## src/rtl/core/dlfd_pkg.sv

```systemverilog
// ----------------------------------------------------------------------------
// dlfd_pkg
// Shared constants and types for the delimited length frame deframer.
// ----------------------------------------------------------------------------
package dlfd_pkg;

    localparam logic [15:0] START_MARK    = 16'd16018;
    localparam logic [15:0] END_MARK      = 16'd16108;
    localparam logic [15:0] MIN_FRAME_LEN = 16'd6;

    localparam logic [2:0] ST_PAYLOAD    = 3'd0;
    localparam logic [2:0] ST_GOOD       = 3'd1;
    localparam logic [2:0] ST_BAD_START  = 3'd2;
    localparam logic [2:0] ST_BAD_LENGTH = 3'd3;
    localparam logic [2:0] ST_BAD_END    = 3'd4;

    // One result item as produced by the parser for one input byte.
    typedef struct packed {
        logic       valid;
        logic [7:0] out_byte;
        logic [2:0] status;
        logic       last;
    } dlfd_result_t;

endpackage

```

## src/rtl/core/delimited_length_frame_deframer.sv

```systemverilog
// ----------------------------------------------------------------------------
// delimited_length_frame_deframer
// Receives a byte stream, strips frame markers and length, reports status.
// ----------------------------------------------------------------------------
// Input bytes arrive on the s_ stream channel, one byte per transfer. Each
// frame is a start marker, a two-byte total length, the payload and an end
// marker, all little-endian. Payload bytes leave on the m_ channel with
// status zero; the byte that closes a frame or detects an error gives one
// status transfer with tlast high and zero data. Header bytes give nothing.
// A transfer is taken into an input register and evaluated in the next
// cycle; its result is registered in the output register once that is
// free. One byte per cycle is sustained while the receiver keeps up,
// bounded by the compare and counter update of the frame state machine.
// When the receiver stalls and the output register is full, an input byte
// that produces a result waits in the input register and s_tready drops;
// header bytes still advance. Reset clears the state machine to hunting for
// a start marker, empties both registers and sets max_frame_len to 65535.
// cfg_wr_en writes max_frame_len; the new limit applies at the next length.
// ----------------------------------------------------------------------------
module delimited_length_frame_deframer
    import dlfd_pkg::*;
(
    input  logic        clk,
    input  logic        rst_n,
    input  logic        s_tvalid,
    output logic        s_tready,
    input  logic [7:0]  s_tdata,   // [7:0] data_byte
    output logic        m_tvalid,
    input  logic        m_tready,
    output logic [7:0]  m_tdata,   // [7:0] out_byte
    output logic [2:0]  m_tuser,   // [2:0] status
    output logic        m_tlast,
    input  logic        cfg_wr_en,
    input  logic [15:0] cfg_wr_data
);

    logic         in_valid_reg;
    logic [7:0]   in_byte_reg;
    logic [15:0]  max_len_reg;
    logic         out_valid_reg;
    logic [7:0]   out_byte_reg;
    logic [2:0]   out_status_reg;
    logic         out_last_reg;
    logic         out_free;
    logic         would_emit;
    logic         advance;
    dlfd_result_t result;

    assign out_free = !out_valid_reg || m_tready;

    // The parser result depends only on the input register, the limit and its
    // state, so it tells whether this byte needs room in the output register.
    dlfd_parser u_parser (
        .clk           (clk),
        .rst_n         (rst_n),
        .step          (advance),
        .data_byte     (in_byte_reg),
        .max_frame_len (max_len_reg),
        .result        (result)
    );

    assign would_emit = result.valid;
    assign advance    = in_valid_reg && (!would_emit || out_free);
    assign s_tready   = !in_valid_reg || advance;

    always_ff @(posedge clk or negedge rst_n)
    begin
        if (!rst_n)
        begin
            in_valid_reg  <= 1'b0;
            out_valid_reg <= 1'b0;
            max_len_reg   <= 16'hFFFF;
        end
        else
        begin
            if (cfg_wr_en)
            begin
                max_len_reg <= cfg_wr_data;
            end
            if (s_tready)
            begin
                in_valid_reg <= s_tvalid;
            end
            if (out_free)
            begin
                out_valid_reg <= advance && result.valid;
            end
        end
    end

    always_ff @(posedge clk)
    begin
        if (s_tready && s_tvalid)
        begin
            in_byte_reg <= s_tdata;
        end
        if (advance && result.valid)
        begin
            out_byte_reg   <= result.out_byte;
            out_status_reg <= result.status;
            out_last_reg   <= result.last;
        end
    end

    assign m_tvalid = out_valid_reg;
    assign m_tdata  = out_byte_reg;
    assign m_tuser  = out_status_reg;
    assign m_tlast  = out_last_reg;

endmodule

```

## src/rtl/core/dlfd_parser.sv

```systemverilog
// ----------------------------------------------------------------------------
// dlfd_parser
// Frame state machine: consumes one byte per step and gives at most one result.
// ----------------------------------------------------------------------------
module dlfd_parser
    import dlfd_pkg::*;
(
    input  logic         clk,
    input  logic         rst_n,
    input  logic         step,
    input  logic [7:0]   data_byte,
    input  logic [15:0]  max_frame_len,
    output dlfd_result_t result
);

    typedef enum logic [2:0] {
        PH_START_LO = 3'd0,
        PH_START_HI = 3'd1,
        PH_LEN_LO   = 3'd2,
        PH_LEN_HI   = 3'd3,
        PH_PAYLOAD  = 3'd4,
        PH_END_LO   = 3'd5,
        PH_END_HI   = 3'd6
    } phase_t;

    phase_t      phase_reg, phase_next;
    logic [7:0]  held_byte_reg, held_byte_next;
    logic [15:0] frame_length_reg, frame_length_next;
    logic [15:0] bytes_left_reg, bytes_left_next;
    logic [15:0] word;
    logic [15:0] bytes_dec;

    assign word = {data_byte, held_byte_reg};

    always_comb
    begin
        phase_next        = phase_reg;
        held_byte_next    = held_byte_reg;
        frame_length_next = frame_length_reg;
        bytes_left_next   = bytes_left_reg;
        bytes_dec         = bytes_left_reg;
        result            = '0;

        unique case (phase_reg)
            PH_START_HI:
            begin
                if (word == START_MARK)
                begin
                    phase_next = PH_LEN_LO;
                end
                else
                begin
                    phase_next    = PH_START_LO;
                    result.valid  = 1'b1;
                    result.status = ST_BAD_START;
                    result.last   = 1'b1;
                end
            end
            PH_LEN_LO:
            begin
                held_byte_next = data_byte;
                phase_next     = PH_LEN_HI;
            end
            PH_LEN_HI:
            begin
                if (word < MIN_FRAME_LEN || word > max_frame_len)
                begin
                    phase_next    = PH_START_LO;
                    result.valid  = 1'b1;
                    result.status = ST_BAD_LENGTH;
                    result.last   = 1'b1;
                end
                else
                begin
                    frame_length_next = word;
                    bytes_left_next   = word - MIN_FRAME_LEN;
                    phase_next        = (word == MIN_FRAME_LEN) ? PH_END_LO : PH_PAYLOAD;
                end
            end
            PH_PAYLOAD:
            begin
                if (bytes_left_reg != 16'd0)
                begin
                    bytes_dec = bytes_left_reg - 16'd1;
                end
                bytes_left_next = bytes_dec;
                if (bytes_dec == 16'd0)
                begin
                    phase_next = PH_END_LO;
                end
                result.valid    = 1'b1;
                result.out_byte = data_byte;
                result.status   = ST_PAYLOAD;
            end
            PH_END_LO:
            begin
                held_byte_next = data_byte;
                phase_next     = PH_END_HI;
            end
            PH_END_HI:
            begin
                phase_next    = PH_START_LO;
                result.valid  = 1'b1;
                result.status = (word == END_MARK) ? ST_GOOD : ST_BAD_END;
                result.last   = 1'b1;
            end
            default:
            begin
                // The first start byte lands here, and the unused phase code behaves like it.
                held_byte_next = data_byte;
                phase_next     = PH_START_HI;
            end
        endcase
    end

    always_ff @(posedge clk or negedge rst_n)
    begin
        if (!rst_n)
        begin
            phase_reg        <= PH_START_LO;
            held_byte_reg    <= 8'd0;
            frame_length_reg <= 16'd0;
            bytes_left_reg   <= 16'd0;
        end
        else if (step)
        begin
            phase_reg        <= phase_next;
            held_byte_reg    <= held_byte_next;
            frame_length_reg <= frame_length_next;
            bytes_left_reg   <= bytes_left_next;
        end
    end

endmodule

```

## config.mk

```make
export PLATFORM = sky130hd
export DESIGN_NAME = delimited_length_frame_deframer
export DESIGN_NICKNAME = d
export VERILOG_FILES = /design/src/rtl/core/dlfd_pkg.sv /design/src/rtl/core/delimited_length_frame_deframer.sv /design/src/rtl/core/dlfd_parser.sv
export SDC_FILE = /design/constraint.sdc
export NUM_CORES = 1
export LEC_CHECK = 0
export ABC_AREA = 1
export BUFFER_PORTS_ARGS = -buffer_cell sky130_fd_sc_hd__buf_2
export CAP_MARGIN = 20
export CORE_MARGIN = 4
export CORE_UTILIZATION = 28
export DETAILED_ROUTE_END_ITERATION = 10
export PLACE_DENSITY = 0.47
export RECOVER_POWER = 100
export SLEW_MARGIN = 30
export SYNTH_ARGS = -nofsm -noshare
export SYNTH_HDL_FRONTEND = slang
export SYNTH_SLANG_ARGS = --single-unit
```

## constraint.sdc

```tcl
create_clock -name clk -period 4.3 [get_ports clk]
set_input_delay 0.43 -clock clk [delete_from_list [all_inputs] [get_ports clk]]
set_output_delay 0.43 -clock clk [all_outputs]
set_load 0.005 [all_outputs]
```

# After elaboration in Yosys (flattened, before gate mapping)
# Cells that the tools add are included.
# Widths: inputs -> output; s select.
dict set report word_totals {
  regBits 65
  in_bits 29
  out_inout_bits 14
  elab_cells 61
}
dict set report op_classes {
  addsub 2
  order_cmp 2
  eq_ne 11
  n_mux 17
  bitwise_logic 1
  reduce_logical 18
}
# cell n
set ops {}
lappend ops {{$mux 16} 3}
lappend ops {{$eq 16x14->1 const B} 2}
lappend ops {{$pmux 16 s2} 1}
lappend ops {{$pmux 3 s6} 1}
lappend ops {{$eq 16x3->1 const B} 1}
lappend ops {{$gt 16x16->1} 1}
lappend ops {{$logic_not 16->1} 1}
lappend ops {{$lt 16x3->1 const B} 1}
lappend ops {{$reduce_bool 16->1} 1}
lappend ops {{$sub 16x1->16 const B} 1}
lappend ops {{$sub 16x3->16 const B} 1}
lappend ops {{$mux 3} 5}
lappend ops {{$eq 3x3->1 const B} 3}
lappend ops {{$pmux 3 s3} 1}
lappend ops {{$eq 3x2->1 const B} 2}
lappend ops {{$pmux 1 s3} 2}
lappend ops {{$logic_or 1x1->1} 4}
lappend ops {{$reduce_and 2->1} 2}
lappend ops {{$reduce_or 4->1} 1}
lappend ops {{$eq 3x1->1 const B} 1}
lappend ops {{$logic_and 1x1->1} 3}
lappend ops {{$logic_not 1->1} 3}
lappend ops {{$mux 1} 3}
lappend ops {{$reduce_and 3->1} 1}
lappend ops {{6 further kinds} 6}

# Longest topological paths before layout
# Gate-level depths: netlist of the first run.
dict set report depth {
  word_depth 9
  ltp_mapped 20
  mapped_depth_nobuf 19
}

# Hierarchy
# Synthesis of the first run repeated with hierarchy kept, for this count alone.
dict set report hier_totals {
  hier_cells 558
  area_unflattened_um2 4201.5
}
# mod instances cells_each area_per_inst_um2 seq_area_each_um2
set modules_own_cells {}
lappend modules_own_cells {dlfd_parser 1 456 2827.7 675.6}
lappend modules_own_cells {delimited_length_frame_deframer 1 102 1373.8 1071.0}

# Worst setup path after synthesis of the first run
# No wires, ideal clock.
dict set report synth_timing {
  path_type {register to register}
  startpoint {reg max_len_reg[5]}
  endpoint {reg out_byte_reg[0], in the netlist m_tdata[0], enable pin}
  setup_ns 0.344
  arrival_ns 2.061
  required_time_ns 3.956
  setup_slack_ns 1.895
  stages_incl_launch_ff 17
  path_buffers 1
  synth_period_minus_slack_ns 2.405
  cell_sequence {dfstp_2 -> inv_1 -> ha_1 -> a21oi_1 -> nor2_1 -> nor2_1 -> nand2_1 -> nand2_1 -> nand2_1 -> nand2_1 -> nand2_2 -> nand2_4 -> nand3_4 -> nand2_4 -> buf_6 -> nand3_1 -> inv_1}
}
dict set report synth_between {
  elab_chain_len 8
}
# element line_no
set synth_lines {}
lappend synth_lines {{start, declared} delimited_length_frame_deframer.sv:39} ;# logic [15:0] max_len_reg;
lappend synth_lines {{start signal, assigned} delimited_length_frame_deframer.sv:78} ;# max_len_reg <= cfg_wr_data;
lappend synth_lines {{$gt 16x16->1 *} dlfd_parser.sv:66} ;# if (word < MIN_FRAME_LEN || word > max_frame_len)
lappend synth_lines {{$logic_or 1x1->1 *} dlfd_parser.sv:66}
lappend synth_lines {{$mux 1 *} dlfd_parser.sv:66}
lappend synth_lines {{$pmux 1 s3 *} dlfd_parser.sv:44} ;# unique case (phase_reg)
lappend synth_lines {{$logic_not 1->1} delimited_length_frame_deframer.sv:63} ;# assign advance = in_valid_reg && (!would_emit || out_free);
lappend synth_lines {{$logic_or 1x1->1} delimited_length_frame_deframer.sv:63}
lappend synth_lines {{$logic_and 1x1->1} delimited_length_frame_deframer.sv:63}
lappend synth_lines {{$logic_and 1x1->1 *} delimited_length_frame_deframer.sv:97} ;# if (advance && result.valid)
lappend synth_lines {{end signal, assigned} delimited_length_frame_deframer.sv:99} ;# out_byte_reg <= result.out_byte;
lappend synth_lines {{end, declared} delimited_length_frame_deframer.sv:41} ;# logic [7:0] out_byte_reg;
# Every way passes the cells marked *; elsewhere a longest branch is shown, timed or not.
# A chain may end at the register's enable or synchronous reset.

# Final worst setup path of the first run
dict set report layout_timing {
  startpoint {reg in_byte_reg[1]}
  endpoint {reg u_parser.bytes_left_reg[4]}
}
dict set report layout_between {
  elab_chain_len 8
  elab_cells_between_ends 12
  classes_between {order compare: 2; eq/ne: 2; mux: 3; reduce/logical: 5}
}
# element line_no
set layout_lines {}
lappend layout_lines {{start, declared} delimited_length_frame_deframer.sv:38} ;# logic [7:0] in_byte_reg;
lappend layout_lines {{start signal, assigned} delimited_length_frame_deframer.sv:95} ;# in_byte_reg <= s_tdata;
lappend layout_lines {{$lt 16x3->1 / $gt 16x16->1 (equally long branches)} dlfd_parser.sv:66}
lappend layout_lines {{$logic_or 1x1->1} dlfd_parser.sv:66}
lappend layout_lines {{$mux 1} dlfd_parser.sv:66}
lappend layout_lines {{$pmux 1 s3} dlfd_parser.sv:44}
lappend layout_lines {{$logic_not 1->1} delimited_length_frame_deframer.sv:63}
lappend layout_lines {{$logic_or 1x1->1} delimited_length_frame_deframer.sv:63}
lappend layout_lines {{$logic_and 1x1->1} delimited_length_frame_deframer.sv:63}
lappend layout_lines {{$reduce_and 3->1 (no source line) *} --}
lappend layout_lines {{end signal, assigned} dlfd_parser.sv:130} ;# bytes_left_reg <= bytes_left_next;
lappend layout_lines {{end, declared} dlfd_parser.sv:29} ;# logic [15:0] bytes_left_reg, bytes_left_next;
# Marked as above.

==> results of run 1 <==
==> synthesized netlist by cell type, drive strengths merged <==
library cell / n
xor2: 5
o21ai: 39
clkbuf: 6
or2: 1
dfrtp: 29
a31oi: 3
a21o: 1
nor3: 3
ha: 19
nor2: 65
nand2: 180
dfstp: 16
edfxtp: 20
a21oi: 14
buf: 12
mux2i: 1
mux2: 1
inv: 56
xnor2: 2
nand3: 30
nand4: 33
nor4: 3
nand3b: 9
and2: 2
==> logic make-up (layout without fill, tap and decap cells) <==
logic type / Yosys count / in the layout / synth area share
AOI/OAI and AO/OA: 57 / 57 / 0.0699
buffers and inverters: 74 / 117 / 0.0759
muxes: 2 / 2 / 0.00504
xor gates and xnor gates: 7 / 7 / 0.0145
and+or+nand+nor: 326 / 326 / 0.365
adders and majority gates: 19 / 19 / 0.0563
DFF: 65 / 65 / 0.414
==> per-stage QoR <==
stage / hold slack (ns) / instance area (µm²) / util
5_1_grt: 0.246 / 4820 / 0.329
2_1_floorplan: 0.134 / 4220 / -
4_1_cts: 0.220 / 4890 / 0.334
6_report: 0.260 / 4820 / 0.329
3_5_place_dp: 0.459 / 4570 / 0.312
3_3_place_gp: 0.454 / 4570 / 0.312
==> layout by cell type (no fill, tap or decap), types with 4 or more instances in the layout <==
master	synthesis	routed
nand3b_1	8	8
nor2_1	59	59
a21oi_1	14	14
inv_1	54	54
buf_2	6	27
nand3_1	26	29
clkbuf_16	0	9
xor2_1	5	5
dfrtp_1	29	29
edfxtp_1	20	20
nand4_1	33	33
nand2_1	163	164
clkbuf_1	6	18
dfstp_2	16	16
o21ai_0	37	37
nand2_2	15	15
ha_1	19	19
nor2_2	4	4
==> cell type report <==
| type | count | area (µm²) | area share |
|---|---|---|---|
| Clock inverter | 6 | 90.1 | 0.0187 |
| Multi-Input combinational cell | 411 | 2110 | 0.438 |
| Tap cell | 184 | 230 | 0.0477 |
| Sequential cell | 65 | 1750 | 0.362 |
| Inverter | 56 | 210 | 0.0436 |
| Timing Repair Buffer | 45 | 206 | 0.0428 |
| Clock buffer | 10 | 229 | 0.0475 |
==> critical path, stage by stage, from the launching register on <==
cell and delay [ns]:
edfxtp_1 0.55, ha_1 0.38, nand2_1 0.07, nand2_1 0.04, nand3_1 0.06, nand2_1 0.06, a21oi_1 0.12, nand2_1 0.06
nand2_1 0.11, nand2_2 0.05, nand2_1 0.13, nand3_1 0.18, nand2_4 0.31, nand3_1 0.72, nand2_1 0.24, nand2_1 0.07
==> worst max-delay path by stage <==
stage | end | slack, ns | cells after the start
CTS | m_tdata[5]$_SDFFCE_PN0P_ | 1.37 | 11
floorplan | m_tdata[0]$_SDFFCE_PN0P_ | 1.90 | 16
detailed placement | m_tdata[4]$_SDFFCE_PN0P_ | 1.39 | 11
finish | u_parser.bytes_left_reg[4]$_DFFE_PN0P_ | 1.00 | 15
global route | u_parser.bytes_left_reg[5]$_DFFE_PN0P_ | 0.60 | 12
global placement | m_tdata[6]$_SDFFCE_PN0P_ | 1.49 | 11
==> metal layers <==
metal | wire length, µm | track usage | vias to the layer above
met5 | 0 | 0 | -
met4 | 49 | 0.0327 | 0
met3 | 377 | 0.0390 | 4
met2 | 5280 | 0.226 | 57
met1 | 5190 | 0.181 | 1675
li1 | - | - | 1887
==> power by group <==
part | internal (mW) | switching (mW) | leakage, nW
clock network | 0.510 | 0.282 | 0.153
logic | 0.287 | 0.529 | 1.52
registers | 0.756 | 0.108 | 0.747
==> flow_metrics.tcl, run 1 <==
set metrics [dict create \
    violations "max-capacitance violations, max-slew violations" \
    synth-seq-cells 65 \
    relSlewSlack -0.701 \
    antenna_found_initial 0 \
    wirelength_um 10900 \
    ir_drop_v 0.000278 \
    grt_max_degree 46 \
    cts-hold-fix-buffers 0 \
    ios 43 \
    yosysSeqAreaShare 0.414 \
    tns_ns 0 \
    hold_violations 0 \
    ctsResizeCount 0 \
    gp_congestion 0.887 \
    r2r-end "u_parser.bytes_left_reg[4]$_DFFE_PN0P_" \
    setup_viol 0 \
    nNetsFinal 636 \
    slew_violations 46 \
    cts_buffers 9 \
    synth.area.top_cells "dfrtp_1, nand2_1, edfxtp_1" \
    crit_path_end_kind "flip-flop" \
    wire_per_inst_um 14.0 \
    clk_latency_ns 0.34 \
    hold_end "in_byte_reg[2]$_DFFE_PP_" \
    drc 0 \
    leakage_nw 2.42 \
    cts_root_buffer "clkbuf_16" \
    drive_above_1_share 0.152 \
    port_buffers 42 \
    post-route-period-util 0.767 \
    cts_setup_buffers 0 \
    syn_to_final_growth_pct 14.3 \
    initial_core_util 0.288 \
    arrival_ns 3.52 \
    grt_overflow 0 \
    setup_slack_ns 1.00 \
    r2r_cells 15 \
    yosysWarnings 0 \
    vias 3623 \
    drt_pass1_iterations 4 \
    pre_cts_ws_ns 1.39 \
    cap_violations 1 \
    worstPathRequired_ns 4.52 \
    cts.clk_slew.worst_paths_ns 0.06 \
    total_power_mw 2.47 \
    rsz0062_at_grt "false" \
    syn_area_um2 4220 \
    worst-slew-pin-transition_ns 2.55 \
    syn-num-nets 598 \
    clockBufferDepth 2 \
    drtIter0Drc 258 \
    fmax_ghz 0.303 \
    cts_tree "done" \
    crit_start "in_byte_reg[1]$_DFFE_PP_" \
    finClkSkew_ns 0.00756 \
    htreeDepth 3 \
    synth_top_cell_by_area "dfrtp_1" \
    status "finished, violations left" \
    placementRows 44 \
    fill_cells 1593 \
    drtAntennaViolNets 0 \
    final_cells 777 \
    synth.avg_cell_area_um2 7.68 \
    period_needed_ns 3.30 \
    die_area_um2 17100 \
    r2r_start "in_byte_reg[1]$_DFFE_PP_" \
    cts_sinks 65 \
    core_area_um2 14600 \
    hp-start "s_tdata[2]" \
    cellPowerDensity_nw_per_um2 513 \
    grt_pass1_wl_um 18500 \
    synthCells 550 \
    r2r_slack_ns 1.00 \
    grt.total_usage 0.138 \
    die_x_um 131 \
    hold_path.class "input pin to flip-flop" \
    antenna_cells 0 \
    crit_path_start_kind "flip-flop" \
    crit_type "flip-flop to flip-flop" \
    grt_pass1_vias 3684 \
    hold_depth 1 \
    critPathMaxFanout 32 \
    synth_top_area_share 0.172 \
    die_h_um 131 \
    yosysUniqueCellTypes 40 \
    dp_cells 761 \
    viasPerCell 4.66 \
    detailed_place_hpwl_um 8200 \
]
Note: power is estimated with default switching activity, not from simulation.
==> inputs of run 2 (changes only) <==
PLACE_DENSITY = 0.48   (was 0.47)
clock period = 2.75 ns   (was 4.3 ns; I/O delays follow)
==> run 2 against run 1 <==
- the flow still finishes with violations (max-capacitance violations, max-slew violations)
- flip-flop and latch count is the same
- non-clock buffer count rose by 19
- clock power up 51%
- first-iteration DRC count fell by 24%
- clock skew decreased by 0.00091 ns
- global-route usage up 0.12 points
- cell count rose by 2.4%
- core utilization increased by 1.4 points
- final area increased by 4.2%
- sequential share of layout area fell by 1.5 points
- sequential power rose by 52%
- worst hold slack got worse by 0.15 ns
- largest cell class unchanged
==> flow_metrics.tcl, run 2 (synthesis gave the netlist of run 1 again) <==
set metrics [dict create \
    hold_violations 0 \
    drive_above_1_share 0.188 \
    final_common_cell "nand2_1" \
    cts-hold-fix-buffers 0 \
    grt_pass1_wl_um 18400 \
    wire_per_inst_um 14.1 \
    initial_core_util 0.288 \
    ios 43 \
    drtAntennaViolNets 0 \
    antenna_cells 0 \
    die_x_um 131 \
    worst-slew-pin-transition_ns 1.93 \
    slew_violations 31 \
    critPathMaxFanout 16 \
    hold_depth 1 \
    drtIter0Drc 195 \
    relSlewSlack -0.284 \
    rsz0062_at_grt "true" \
    clk_latency_ns 0.34 \
    arrival_ns 2.89 \
    nNetsFinal 655 \
    gp_congestion 0.863 \
    crit_top_cell "nand2_1" \
    cts_tree "done" \
    r2r_cells 14 \
    setup_viol 0 \
    die_area_um2 17100 \
    crit_path_start_kind "flip-flop" \
    htreeDepth 3 \
    status "finished, violations left" \
    drc 0 \
    post-route-period-util 0.952 \
    critical_path.cell_chain "ha_1, a21oi_1, nand2_1, a21oi_1, nand2_1, nand2_1, nand2_2, nand2_4, nand3_4, nand2_4, buf_4, buf_4, nand4_1, nand2_1" \
    violations "max-capacitance violations, max-slew violations" \
    grt_overflow 0 \
    ir_drop_v 0.000371 \
    placementRows 44 \
    total_power_mw 3.93 \
    slowest_delay_ns 0.50 \
    crit_type "flip-flop to flip-flop" \
    r2r-end "u_parser.bytes_left_reg[5]$_DFFE_PN0P_" \
    wirelength_um 11200 \
    hold_path.class "input pin to flip-flop" \
    final_cell_mix "nand2_1, nor2_1, inv_1, o21ai_0, nand4_1" \
    cts_root_buffer "clkbuf_16" \
    port_buffers 42 \
    antenna_found_initial 0 \
    cellPowerDensity_nw_per_um2 783 \
    final_util 0.343 \
    r2r_slack_ns 0.13 \
    worstPathRequired_ns 3.02 \
    hold_end "in_byte_reg[3]$_DFFE_PP_" \
    fmax_ghz 0.382 \
    setup_slack_ns 0.131 \
    syn_to_final_growth_pct 19.0 \
    grt.total_usage 0.139 \
    viasPerCell 4.66 \
    cts_buffers 9 \
    period_needed_ns 2.62 \
    vias 3712 \
    die_h_um 131 \
    hp-start "s_tdata[3]" \
    cts.clk_slew.worst_paths_ns 0.05 \
    grt_max_degree 32 \
    crit_path_end_kind "flip-flop" \
    grt_pass1_vias 3641 \
    r2r_start "in_byte_reg[3]$_DFFE_PP_" \
    worst_path_max_delay_cell "edfxtp_1" \
    core_area_um2 14600 \
    cts_sinks 65 \
    pre_cts_ws_ns -0.00158 \
    whs_ns 0.112 \
    detailed_place_hpwl_um 8600 \
    cap_violations 1 \
    tns_ns 0 \
    finClkSkew_ns 0.00665 \
    clockBufferDepth 2 \
    leakage_nw 2.53 \
    drt_pass1_iterations 6 \
]
==> run 2: cell count changes in the layout (fill, tap and decap cells not counted), moves of 2 or more <==
cell | previous run | this run
buf_4 | 1 | 17
bufinv_16 | 2 | 0
nand3_4 | 0 | 2
nand3_1 | 29 | 25
clkbuf_16 | 9 | 11
clkbuf_8 | 0 | 2
nand3_2 | 1 | 3
inv_6 | 2 | 0
==> run 2: area by class of cell <==
class | instances | area, µm²
Inverter | 56 | 214
Fill cell | 1600 | 9620
Clock buffer | 14 | 307
Timing Repair Buffer | 64 | 357
Tap cell | 184 | 230
Multi-Input combinational cell | 411 | 2160
Sequential cell | 65 | 1750
Clock inverter | 2 | 15.0
==> run 2: timing repair <==
item / 4_1_cts / 5_1_grt
setup endpoints to repair: 13 / 29
gates resized for setup: 1 / 2
cloned: 0 / 0
setup buffers: 0 / 1
pin swaps: 0 / 1
==> run 2: worst max-delay path, delay by kind of cell (launching register included) <==
| kind | cells | cell delay, ns |
|---|---|---|
| flops | 1 | 0.50 |
| compound gates | 2 | 0.34 |
| buf+inv | 2 | 0.46 |
| fa+ha+maj | 1 | 0.38 |
| simple gates | 9 | 0.85 |
==> run 2: how the worst max path moves through the flow <==
| stage | slack, ns | from | depth (start not counted) | endpoint |
|---|---|---|---|---|
| finish | 0.13 | in_byte_reg[3]$_DFFE_PP_ | 14 | u_parser.bytes_left_reg[5]$_DFFE_PN0P_ |
| global route | -0.03 | max_len_reg[15]$_DFFE_PN1P_ | 12 | s_tready |
| CTS | 0.04 | in_byte_reg[3]$_DFFE_PP_ | 11 | s_tready |
| detailed placement | -0.002 | in_byte_reg[3]$_DFFE_PP_ | 11 | m_tdata[7]$_SDFFCE_PN0P_ |
| global placement | 0.15 | in_byte_reg[3]$_DFFE_PP_ | 13 | u_parser.bytes_left_reg[4]$_DFFE_PN0P_ |
| floorplan | 0.35 | max_len_reg[5]$_DFFE_PN1P_ | 16 | m_tdata[0]$_SDFFCE_PN0P_ |
==> run 2: where the power goes <==
group / internal [mW] / total (mW) / switching (mW)
clock: 0.772 / 1.20 / 0.430
combinational: 0.523 / 1.42 / 0.892
sequential: 1.18 / 1.31 / 0.132
==> run 2: routing by layer <==
metal	up-vias	track usage	share of wire
met4	0	0.0363	0.0091
met3	8	0.0411	0.039
li1	1923	-	-
met2	62	0.228	0.49
met5	-	0	0
met1	1719	0.181	0.47
==> run 2: metrics by stage <==
step	instances	area (µm²)
3_3_place_gp	779	4710
6_report	796	5020
2_1_floorplan	550	4220
5_1_grt	796	5020
3_5_place_dp	779	4710
4_1_cts	795	5040
